### config.mk
export PLATFORM = sky130hd
export DESIGN_NAME = bank_switch_scanline_irq_mapper_top
export DESIGN_NICKNAME = d
export VERILOG_FILES = /design/src/hdl/bsim_pkg.sv /design/src/hdl/bsim_bank_map.sv /design/src/hdl/bsim_irq_counter.sv /design/src/hdl/bank_switch_scanline_irq_mapper_top.sv
export SDC_FILE = /design/constraint.sdc
export NUM_CORES = 1
export LEC_CHECK = 0
export BUFFER_PORTS_ARGS = -buffer_cell sky130_fd_sc_hd__buf_2
export CAP_MARGIN = 10
export CORE_ASPECT_RATIO = 0.75
export CORE_MARGIN = 3
export CORE_UTILIZATION = 40
export CTS_CLUSTER_SIZE = 12
export DETAILED_ROUTE_END_ITERATION = 6
export PLACE_DENSITY = 0.65
export SLEW_MARGIN = 10
export SYNTH_ARGS = -nofsm -noshare
export SYNTH_HDL_FRONTEND = slang
export SYNTH_SLANG_ARGS = --single-unit
### constraint.sdc
create_clock -name clk -period 2.8 [get_ports clk]
set_input_delay 0.14 -clock clk [delete_from_list [all_inputs] [get_ports clk]]
set_output_delay 0.14 -clock clk [all_outputs]
set_load 0.05 [all_outputs]
### src/hdl/bsim_pkg.sv
// Shared types, codes and constants of the bank switch scanline IRQ mapper.
// Used by bsim_bank_map, bsim_irq_counter and the top level; no dependencies.
package bsim_pkg;

  localparam int PRG_BANK_REGS     = 2;
  localparam int CHR_BANK_REGS     = 6;
  localparam int LAST_VISIBLE_LINE = 239;

  typedef logic [7:0] bank_t;
  typedef logic [PRG_BANK_REGS-1:0][7:0] prg_regs_t;
  typedef logic [CHR_BANK_REGS-1:0][7:0] chr_regs_t;

  typedef enum logic [1:0] {
    MODE_WRITE = 2'd0,
    MODE_FETCH = 2'd1,
    MODE_TICK  = 2'd2,
    MODE_READ  = 2'd3
  } mode_t;

  typedef enum logic [1:0] {
    CFG_IRQ_VARIANT     = 2'd0,
    CFG_PRG_BANK_COUNT  = 2'd1,
    CFG_CHR_ROM_PRESENT = 2'd2,
    CFG_FOUR_SCREEN     = 2'd3
  } cfg_index_t;

  // CPU register decode: address & WRITE_DECODE_MASK
  localparam logic [15:0] WRITE_DECODE_MASK = 16'hE001;
  localparam logic [15:0] REG_BANK_SELECT   = 16'h8000;
  localparam logic [15:0] REG_BANK_DATA     = 16'h8001;
  localparam logic [15:0] REG_MIRROR        = 16'hA000;
  localparam logic [15:0] REG_RAM_PROTECT   = 16'hA001;
  localparam logic [15:0] REG_IRQ_LATCH     = 16'hC000;
  localparam logic [15:0] REG_IRQ_RELOAD    = 16'hC001;
  localparam logic [15:0] REG_IRQ_DISABLE   = 16'hE000;
  localparam logic [15:0] REG_IRQ_ENABLE    = 16'hE001;

  localparam logic [2:0] COMMAND_MASK   = 3'h7;
  localparam int         PRG_INVERT_BIT = 6;
  localparam int         CHR_INVERT_BIT = 7;
  localparam int         RAM_ENABLE_BIT = 7;
  localparam logic [2:0] FIRST_PRG_CMD  = 3'd6;

  localparam logic [8:0]  PRG_COUNT_RESET = 9'd32;
  localparam chr_regs_t   CHR_RESET = {8'd7, 8'd6, 8'd5, 8'd4, 8'd2, 8'd0};
  localparam prg_regs_t   PRG_RESET = {8'd1, 8'd0};

  // Counter control for one item
  typedef struct packed {
    logic       clock_en;
    logic       latch_wr;
    logic       reload_wr;
    logic       disable_wr;
    logic       enable_wr;
    logic       variant;
    logic [7:0] data;
  } irq_ctrl_t;

endpackage

### src/hdl/bsim_bank_map.sv
// Program and pattern bank lookup of the mapper (combinational).
// Depends on bsim_pkg.
module bsim_bank_map (
  input  logic [15:0]        address,
  input  bsim_pkg::prg_regs_t prg_regs,
  input  bsim_pkg::chr_regs_t chr_regs,
  input  logic               prg_invert,
  input  logic               chr_invert,
  input  logic [8:0]         prg_bank_count,
  input  logic               chr_rom_present,
  output bsim_pkg::bank_t    prg_bank,
  output bsim_pkg::bank_t    chr_bank
);

  logic [8:0] count_m1;
  logic [8:0] count_m2;
  logic [7:0] mask;
  logic [7:0] prg_raw;
  logic [1:0] slot;
  logic [2:0] page;
  logic [2:0] page_x;
  logic [2:0] hi_idx;
  logic [7:0] low_reg;

  always_comb begin
    count_m1 = prg_bank_count - 9'd1;
    count_m2 = prg_bank_count - 9'd2;
    mask     = count_m1[7:0];
    slot     = address[14:13];
    if (slot == 2'd1) begin
      prg_raw = prg_regs[1];
    end else if (slot == 2'd3) begin
      prg_raw = count_m1[7:0];
    end else if ((slot == 2'd0) == !prg_invert) begin
      prg_raw = prg_regs[0];
    end else begin
      prg_raw = count_m2[7:0];
    end
    prg_bank = prg_raw & mask;
  end

  always_comb begin
    page    = address[12:10];
    page_x  = page ^ {chr_invert, 2'b00};
    hi_idx  = {1'b0, page_x[1:0]} + 3'd2;
    low_reg = chr_regs[{2'b00, page_x[1]}];
    if (!chr_rom_present) begin
      chr_bank = {5'd0, page};
    end else if (!page_x[2]) begin
      chr_bank = {low_reg[7:1], page_x[0]};
    end else begin
      chr_bank = chr_regs[hi_idx];
    end
  end

endmodule

### src/hdl/bsim_irq_counter.sv
// Scanline interrupt counter: count, reload latch, enable and one-shot flag.
// Depends on bsim_pkg.
module bsim_irq_counter (
  input  logic                clk,
  input  logic                rst,
  input  bsim_pkg::irq_ctrl_t ctrl,
  output logic                fire
);

  logic [7:0] irq_count, irq_count_next;
  logic [7:0] irq_reload, irq_reload_next;
  logic       irq_enabled, irq_enabled_next;
  logic       irq_pending_once, irq_pending_once_next;
  logic [7:0] clocked;
  logic       hit;

  always_comb begin
    irq_count_next        = irq_count;
    irq_reload_next       = irq_reload;
    irq_enabled_next      = irq_enabled;
    irq_pending_once_next = irq_pending_once;
    fire                  = 1'b0;
    clocked = (irq_count == 8'd0) ? irq_reload : irq_count - 8'd1;
    hit     = ctrl.variant ? (irq_count != 8'd0 && clocked == 8'd0) : (clocked == 8'd0);
    if (ctrl.clock_en) begin
      irq_count_next = clocked;
      if (irq_enabled && (hit || irq_pending_once)) begin
        fire                  = 1'b1;
        irq_pending_once_next = 1'b0;
      end
    end
    if (ctrl.latch_wr) begin
      irq_reload_next = ctrl.data;
      if (ctrl.variant && ctrl.data == 8'd0) begin
        irq_pending_once_next = 1'b1;
      end
    end
    if (ctrl.reload_wr) begin
      irq_count_next = 8'd0;
    end
    if (ctrl.disable_wr) begin
      irq_enabled_next = 1'b0;
    end
    if (ctrl.enable_wr) begin
      irq_enabled_next = 1'b1;
    end
  end

  always_ff @(posedge clk) begin
    if (rst) begin
      irq_count        <= 8'd0;
      irq_reload       <= 8'd0;
      irq_enabled      <= 1'b0;
      irq_pending_once <= 1'b0;
    end else begin
      irq_count        <= irq_count_next;
      irq_reload       <= irq_reload_next;
      irq_enabled      <= irq_enabled_next;
      irq_pending_once <= irq_pending_once_next;
    end
  end

endmodule

### src/hdl/bank_switch_scanline_irq_mapper_top.sv
// Top level of the bank switch scanline IRQ mapper: input register, decode,
// mapper state and result register. Depends on bsim_pkg, bsim_bank_map, bsim_irq_counter.
//
// Each transfer on the input channel is one bus event (CPU register write,
// PPU pattern fetch, scanline tick or CPU ROM read) and yields exactly one
// result transfer, in order. An item is held in the input register, then
// decoded and applied to the mapper state as it advances while its result
// is loaded into the output register, so the block takes one item per cycle
// as long as the result register is free or being drained. Input ready
// drops only while the result register holds an untaken result and the input
// register is full. The configuration port is always ready; write it only
// while no item is in flight. mirror_horizontal and sram_enabled report the
// state after the item has been applied.
module bank_switch_scanline_irq_mapper_top (
  input  logic        clk,
  input  logic        rst,
  // item input
  input  logic        in_valid,
  output logic        in_ready,
  input  logic [1:0]  mode,
  input  logic [15:0] address,
  input  logic [7:0]  value,
  input  logic [8:0]  scanline,
  // result output
  output logic        out_valid,
  input  logic        out_ready,
  output logic        irq_fire,
  output logic        irq_clear,
  output logic [7:0]  bank,
  output logic        mirror_horizontal,
  output logic        sram_enabled,
  // configuration writes
  input  logic        cfg_valid,
  output logic        cfg_ready,
  input  logic [1:0]  cfg_index,
  input  logic [8:0]  cfg_data
);

  // configuration
  logic       irq_variant;
  logic [8:0] prg_bank_count;
  logic       chr_rom_present;
  logic       four_screen;

  // input register
  logic        s1_valid;
  logic [1:0]  s1_mode;
  logic [15:0] s1_address;
  logic [7:0]  s1_value;
  logic [8:0]  s1_scanline;
  logic        advance;

  // mapper state
  logic [2:0]          command_select, command_select_next;
  logic                prg_invert, prg_invert_next;
  logic                chr_invert, chr_invert_next;
  bsim_pkg::prg_regs_t prg_regs, prg_regs_next;
  bsim_pkg::chr_regs_t chr_regs, chr_regs_next;
  logic                last_a12, last_a12_next;
  logic                mirror_bit, mirror_bit_next;
  logic                ram_enable, ram_enable_next;

  bsim_pkg::irq_ctrl_t irq_ctrl;
  logic                fire;
  logic                clear;
  bsim_pkg::bank_t     bank_next;
  bsim_pkg::bank_t     prg_bank;
  bsim_pkg::bank_t     chr_bank;

  assign cfg_ready = 1'b1;

  // Advance the held item when the result register is free or being drained.
  assign advance  = s1_valid && (!out_valid || out_ready);
  assign in_ready = !s1_valid || advance;

  always_ff @(posedge clk) begin
    if (rst) begin
      irq_variant     <= 1'b0;
      prg_bank_count  <= bsim_pkg::PRG_COUNT_RESET;
      chr_rom_present <= 1'b1;
      four_screen     <= 1'b0;
    end else if (cfg_valid) begin
      unique case (bsim_pkg::cfg_index_t'(cfg_index))
        bsim_pkg::CFG_IRQ_VARIANT:     irq_variant     <= cfg_data[0];
        bsim_pkg::CFG_PRG_BANK_COUNT:  prg_bank_count  <= cfg_data;
        bsim_pkg::CFG_CHR_ROM_PRESENT: chr_rom_present <= cfg_data[0];
        bsim_pkg::CFG_FOUR_SCREEN:     four_screen     <= cfg_data[0];
        default: ;
      endcase
    end
  end

  // Input register: load on every input transfer.
  always_ff @(posedge clk) begin
    if (rst) begin
      s1_valid <= 1'b0;
    end else if (in_ready) begin
      s1_valid <= in_valid;
    end
  end

  always_ff @(posedge clk) begin
    if (in_valid && in_ready) begin
      s1_mode     <= mode;
      s1_address  <= address;
      s1_value    <= value;
      s1_scanline <= scanline;
    end
  end

  bsim_bank_map u_bank_map (
    .address         (s1_address),
    .prg_regs        (prg_regs),
    .chr_regs        (chr_regs),
    .prg_invert      (prg_invert),
    .chr_invert      (chr_invert),
    .prg_bank_count  (prg_bank_count),
    .chr_rom_present (chr_rom_present),
    .prg_bank        (prg_bank),
    .chr_bank        (chr_bank)
  );

  // Decode the held item; state changes only take effect on advance.
  always_comb begin
    command_select_next = command_select;
    prg_invert_next     = prg_invert;
    chr_invert_next     = chr_invert;
    prg_regs_next       = prg_regs;
    chr_regs_next       = chr_regs;
    last_a12_next       = last_a12;
    mirror_bit_next     = mirror_bit;
    ram_enable_next     = ram_enable;
    clear               = 1'b0;
    bank_next           = 8'd0;
    irq_ctrl            = '0;
    irq_ctrl.variant    = irq_variant;
    irq_ctrl.data       = s1_value;
    if (advance) begin
      unique case (bsim_pkg::mode_t'(s1_mode))
        bsim_pkg::MODE_WRITE: begin
          unique case (s1_address & bsim_pkg::WRITE_DECODE_MASK)
            bsim_pkg::REG_BANK_SELECT: begin
              command_select_next = s1_value[2:0] & bsim_pkg::COMMAND_MASK;
              prg_invert_next     = s1_value[bsim_pkg::PRG_INVERT_BIT];
              chr_invert_next     = s1_value[bsim_pkg::CHR_INVERT_BIT];
            end
            bsim_pkg::REG_BANK_DATA: begin
              if (command_select < bsim_pkg::FIRST_PRG_CMD) begin
                chr_regs_next[command_select] = s1_value;
              end else begin
                prg_regs_next[command_select[0]] = s1_value;
              end
            end
            bsim_pkg::REG_MIRROR: begin
              if (!four_screen) begin
                mirror_bit_next = s1_value[0];
              end
            end
            bsim_pkg::REG_RAM_PROTECT: ram_enable_next = s1_value[bsim_pkg::RAM_ENABLE_BIT];
            bsim_pkg::REG_IRQ_LATCH:   irq_ctrl.latch_wr  = 1'b1;
            bsim_pkg::REG_IRQ_RELOAD:  irq_ctrl.reload_wr = 1'b1;
            bsim_pkg::REG_IRQ_DISABLE: begin
              irq_ctrl.disable_wr = 1'b1;
              clear               = 1'b1;
            end
            bsim_pkg::REG_IRQ_ENABLE:  irq_ctrl.enable_wr = 1'b1;
            default: ;
          endcase
        end
        bsim_pkg::MODE_FETCH: begin
          // Drop fetches above pattern space.
          if (s1_address[15:13] == 3'd0) begin
            irq_ctrl.clock_en = s1_address[12] && !last_a12;
            last_a12_next     = s1_address[12];
            bank_next         = chr_bank;
          end
        end
        bsim_pkg::MODE_TICK: begin
          irq_ctrl.clock_en = (s1_scanline <= 9'(bsim_pkg::LAST_VISIBLE_LINE));
        end
        bsim_pkg::MODE_READ: begin
          if (s1_address[15]) begin
            bank_next = prg_bank;
          end
        end
        default: ;
      endcase
    end
  end

  bsim_irq_counter u_irq_counter (
    .clk  (clk),
    .rst  (rst),
    .ctrl (irq_ctrl),
    .fire (fire)
  );

  always_ff @(posedge clk) begin
    if (rst) begin
      command_select <= 3'd0;
      prg_invert     <= 1'b0;
      chr_invert     <= 1'b0;
      prg_regs       <= bsim_pkg::PRG_RESET;
      chr_regs       <= bsim_pkg::CHR_RESET;
      last_a12       <= 1'b0;
      mirror_bit     <= 1'b0;
      ram_enable     <= 1'b1;
    end else begin
      command_select <= command_select_next;
      prg_invert     <= prg_invert_next;
      chr_invert     <= chr_invert_next;
      prg_regs       <= prg_regs_next;
      chr_regs       <= chr_regs_next;
      last_a12       <= last_a12_next;
      mirror_bit     <= mirror_bit_next;
      ram_enable     <= ram_enable_next;
    end
  end

  // Result register: hold until the output transfer.
  always_ff @(posedge clk) begin
    if (rst) begin
      out_valid <= 1'b0;
    end else begin
      out_valid <= advance || (out_valid && !out_ready);
    end
  end

  always_ff @(posedge clk) begin
    if (advance) begin
      irq_fire          <= fire;
      irq_clear         <= clear;
      bank              <= bank_next;
      mirror_horizontal <= mirror_bit_next;
      sram_enabled      <= ram_enable_next;
    end
  end

endmodule

==> summary.txt <==
==========================================================================================
Least-Margin Pin Slew                                                               902 ps
Vias per inst                                                                         5.33
Post-synth design cell area                                                    0.00620 mm2
Clock period minus worst slack                                                     2370 ps
Height of the die                                                                   114 um
GRT Residual Overflow                                                                    0
Type of the worst min-delay path                                              input port to flip-flop
Grt peak-use layer                                                                    met2
Layout cell share with drive strength beyond 1                                       17.1%
Number of violations of the max-capacitance limit                                        0
Number of nets with antenna violations after detailed routing                            0
Synth Register Bits                                                                    135
Post-Synth Simple-Gate Area                                                          17.8%
Seq/Total Area, Yosys                                                                49.0%
Routed WL per cell                                                                 17.0 um
Final period utilization                                                             84.8%
Leakage power figure                                                               3.06 nW
P&R area growth vs syn                                                               21.5%
Initial antenna violation count                                                          0
Mean instance size in the synthesized netlist                                     10.1 um2
Met1 demand-to-capacity share in global routing                                      27.1%
Post-synthesis xor/xnor area fraction                                                1.55%
Kind of start point of the critical path                                         flip-flop
Number of max-slew violations in the final report                                        0
Total DRC errors in the routed layout                                                    0
GRT Overall Usage                                                                    18.6%
Total count of hold-check failures in the final report                                   0
Core area                                                                       0.0148 mm2
Met2 track utilization from global routing                                           27.4%
Category of the worst setup path capture point                                   flip-flop
Total I/O pin count                                                                     66
Die boundary width                                                                  150 um
Number of clock buffers inserted by TritonCTS                                           17
Main combinational cell family by area after synthesis                        simple AND/OR/NAND/NOR gates
Run status                                                                    finished, final reports clean
Post-DP HPWL                                                                       10.8 mm
PortBufs                                                                                50
Number of nets in the synthesized netlist                                              673
Worst rel slew slack                                                                 39.9%
Placed Area                                                                    0.00666 mm2
Clock latency on the worst-skew pair                                                420 ps
Critical Path AT                                                                   2660 ps
Maximum ir drop on the vdd rail                                                     404 uV
Biggest fanout along the worst timing path                                               5
Finish-stage setup viols                                                                 0
Met3 demand-to-capacity share in global routing                                      3.73%
Effective utilization at floorplan                                                   41.8%
Vias in the first global route                                                        4712
Count of cell types in the netlist                                                      64
Clock sinks                                                                            135
Share of synthesized area spent on multiplexers                                      15.7%
First-pass iteration count of the detailed router                                        6
Setup TNS after final layout                                                          0 ps
Largest net degree at the start of global routing                                       38
CTS tree                                                                              done
Share of flip-flops with an asynchronous set or reset after synthesis                   0%
WP data required                                                                   3090 ps
Critical path start-end classification                                        flip-flop to flip-flop
Fraction of the mapped netlist area in compound gates                                9.92%
Number of buffers on the longest clock path                                              2
Number of DRC markers in iteration 0                                                   539
Number of standard cells after synthesis                                               614
Post-synth top flop                                                           sky130_fd_sc_hd__dfxtp_1
Unrepaired setup endpoints after global routing                                         no
Clock root buffer                                                             sky130_fd_sc_hd__clkbuf_16
Post-layout net count                                                                  749
Power Density                                                                   598 mW/mm2
Clock slew seen by the registers of the worst setup and hold paths                   60 ps
RD Place Congestion                                                                  0.935
Std-Cell Rows                                                                           38
Post-route clock skew                                                              14.1 ps
Die footprint                                                                   0.0171 mm2
CTS H-tree lvls                                                                          4
Hold slack                                                                         14.5 ps
Count of yosys warnings during synthesis                                                 0
Highest achievable clock rate                                                      421 MHz
Share of synthesized cell area in full adder, half adder and majority cells          1.61%
Number of diodes                                                                         0
Post-synth EDFFs                                                                        34
Aggregate routed wire length                                                       15.4 mm
Vias                                                                                  4812
Wire length of the first global-routing pass                                       24.6 mm
Post-route cell area                                                           0.00754 mm2
==========================================================================================
==> sequential cells by signal, indices dropped and copies added (netlist names), 2 cells and up <==
register                  cells
s1_value                      8
u_irq_counter.irq_reload      8
prg_bank_count                8
s1_scanline                   5
u_irq_counter.irq_count       8
chr_regs                     46
prg_regs                     16
command_select                3
s1_mode                       2
s1_address                    7
bank                          8
==> cells in the mapped netlist (all sizes together), types with 4 or more instances <==
cell,number,area [um2]
a211o,12,105
a211oi,4,30.0
a21oi,36,180
and2,4,25.0
buf,17,108
clkbuf,26,97.6
dfxtp,101,2020
edfxtp,34,1020
ha,8,100
inv,16,60.1
mux2,6,67.6
mux2i,77,771
mux4,6,135
nand2,40,150
nand2b,10,62.6
nand3,13,70.1
nand4,6,50.0
nor2,96,360
nor2b,7,43.8
nor3,11,71.3
nor4,5,46.3
nor4b,5,56.3
o21ai,12,60.1
o221ai,5,43.8
o31ai,4,30.0
o32ai,5,43.8
xnor2,6,52.6
xor2,5,43.8
==> cell type report <==
class,count,area [um2]
Clock inverter,13,119
Timing Repair Buffer,100,701
Clock buffer,19,454
Fill cell,1330,7300
Sequential cell,135,3040
Multi-Input combinational cell,420,2910
Inverter,16,60.1
Tap cell,200,250
==> kinds of logic (layout without fill, tap and decap cells) <==
logic type,Yosys count,in the layout
buf+inv,59,148
xor+xnor,11,11
compound gates,92,92
other cells,1,1
fa+ha+maj,8,8
simple gates,219,219
flops,135,135
mux,89,89
==> report_power, final <==
group          switching [mW]  leakage (nW)  internal, mW
clock                   0.865         0.274          1.28
sequential             0.0561          1.14          2.04
combinational           0.158          1.65         0.111
==> per-layer routing <==
layer | vias up | wire length (um)
li1 | 2342 | -
met1 | 2261 | 7580
met2 | 187 | 6640
met3 | 22 | 985
met4 | 0 | 180
met5 | - | 0
==> stage by stage <==
step	worst slack, ps	std cells	utilization, %	power, mW
3_3_place_gp	539	841	44.9	2.36
5_1_grt	261	903	50.8	4.67
2_1_floorplan	701	614	-	2.27
6_report	425	903	50.8	4.51
4_1_cts	451	903	50.8	4.54
3_5_place_dp	503	841	44.9	2.37
==> what timing repair did <==
item	CTS	global route
setup buffers	0	0
resized for setup	0	0
endpoints found under the hold margin	30	0
hold buffers	30	0
==> worst paths after layout <==
path | cells past startpoint | start | to | slack, ps
setup / recovery | 8 | u_irq_counter.irq_count[0] | irq_fire | 430
setup reg to reg | 8 | u_irq_counter.irq_count[0] | irq_fire | 430
hold / removal | 2 | cfg_data[0] | chr_rom_present | 10
hold reg to reg | 1 | chr_regs[41] | chr_regs[41] | 460
==> cells in the final DEF (no fill, tap or decap), types with 4 or more instances in the layout <==
master                          instances
sky130_fd_sc_hd__a211o_1               12
sky130_fd_sc_hd__a211oi_1               4
sky130_fd_sc_hd__a21oi_1               36
sky130_fd_sc_hd__and2_1                 4
sky130_fd_sc_hd__buf_2                 50
sky130_fd_sc_hd__buf_4                 20
sky130_fd_sc_hd__clkbuf_16             18
sky130_fd_sc_hd__dfxtp_1              101
sky130_fd_sc_hd__dlygate4sd3_1         30
sky130_fd_sc_hd__edfxtp_1              34
sky130_fd_sc_hd__ha_1                   8
sky130_fd_sc_hd__inv_1                 15
sky130_fd_sc_hd__inv_6                  5
sky130_fd_sc_hd__mux2_1                 5
sky130_fd_sc_hd__mux2i_1               77
sky130_fd_sc_hd__mux4_2                 6
sky130_fd_sc_hd__nand2_1               40
sky130_fd_sc_hd__nand2b_1              10
sky130_fd_sc_hd__nand3_1               12
sky130_fd_sc_hd__nand4_1                4
sky130_fd_sc_hd__nor2_1                96
sky130_fd_sc_hd__nor2b_1                7
sky130_fd_sc_hd__nor3_1                 9
sky130_fd_sc_hd__nor4_1                 4
sky130_fd_sc_hd__nor4b_2                4
sky130_fd_sc_hd__o21ai_0                7
sky130_fd_sc_hd__o21ai_1                5
sky130_fd_sc_hd__o221ai_1               5
sky130_fd_sc_hd__o31ai_1                4
sky130_fd_sc_hd__o32ai_1                5
sky130_fd_sc_hd__xnor2_1                6
sky130_fd_sc_hd__xor2_1                 5
==> critical path, stage by stage, from the launching register on <==
cell                       delay [ps]
sky130_fd_sc_hd__dfxtp_1          340
sky130_fd_sc_hd__inv_1            120
sky130_fd_sc_hd__ha_1             240
sky130_fd_sc_hd__or3b_1           440
sky130_fd_sc_hd__o31ai_1          290
sky130_fd_sc_hd__o221ai_1         190
sky130_fd_sc_hd__nor4_1           340
sky130_fd_sc_hd__buf_4            180
sky130_fd_sc_hd__o211a_1          120
(Power assumes the default switching activity.)
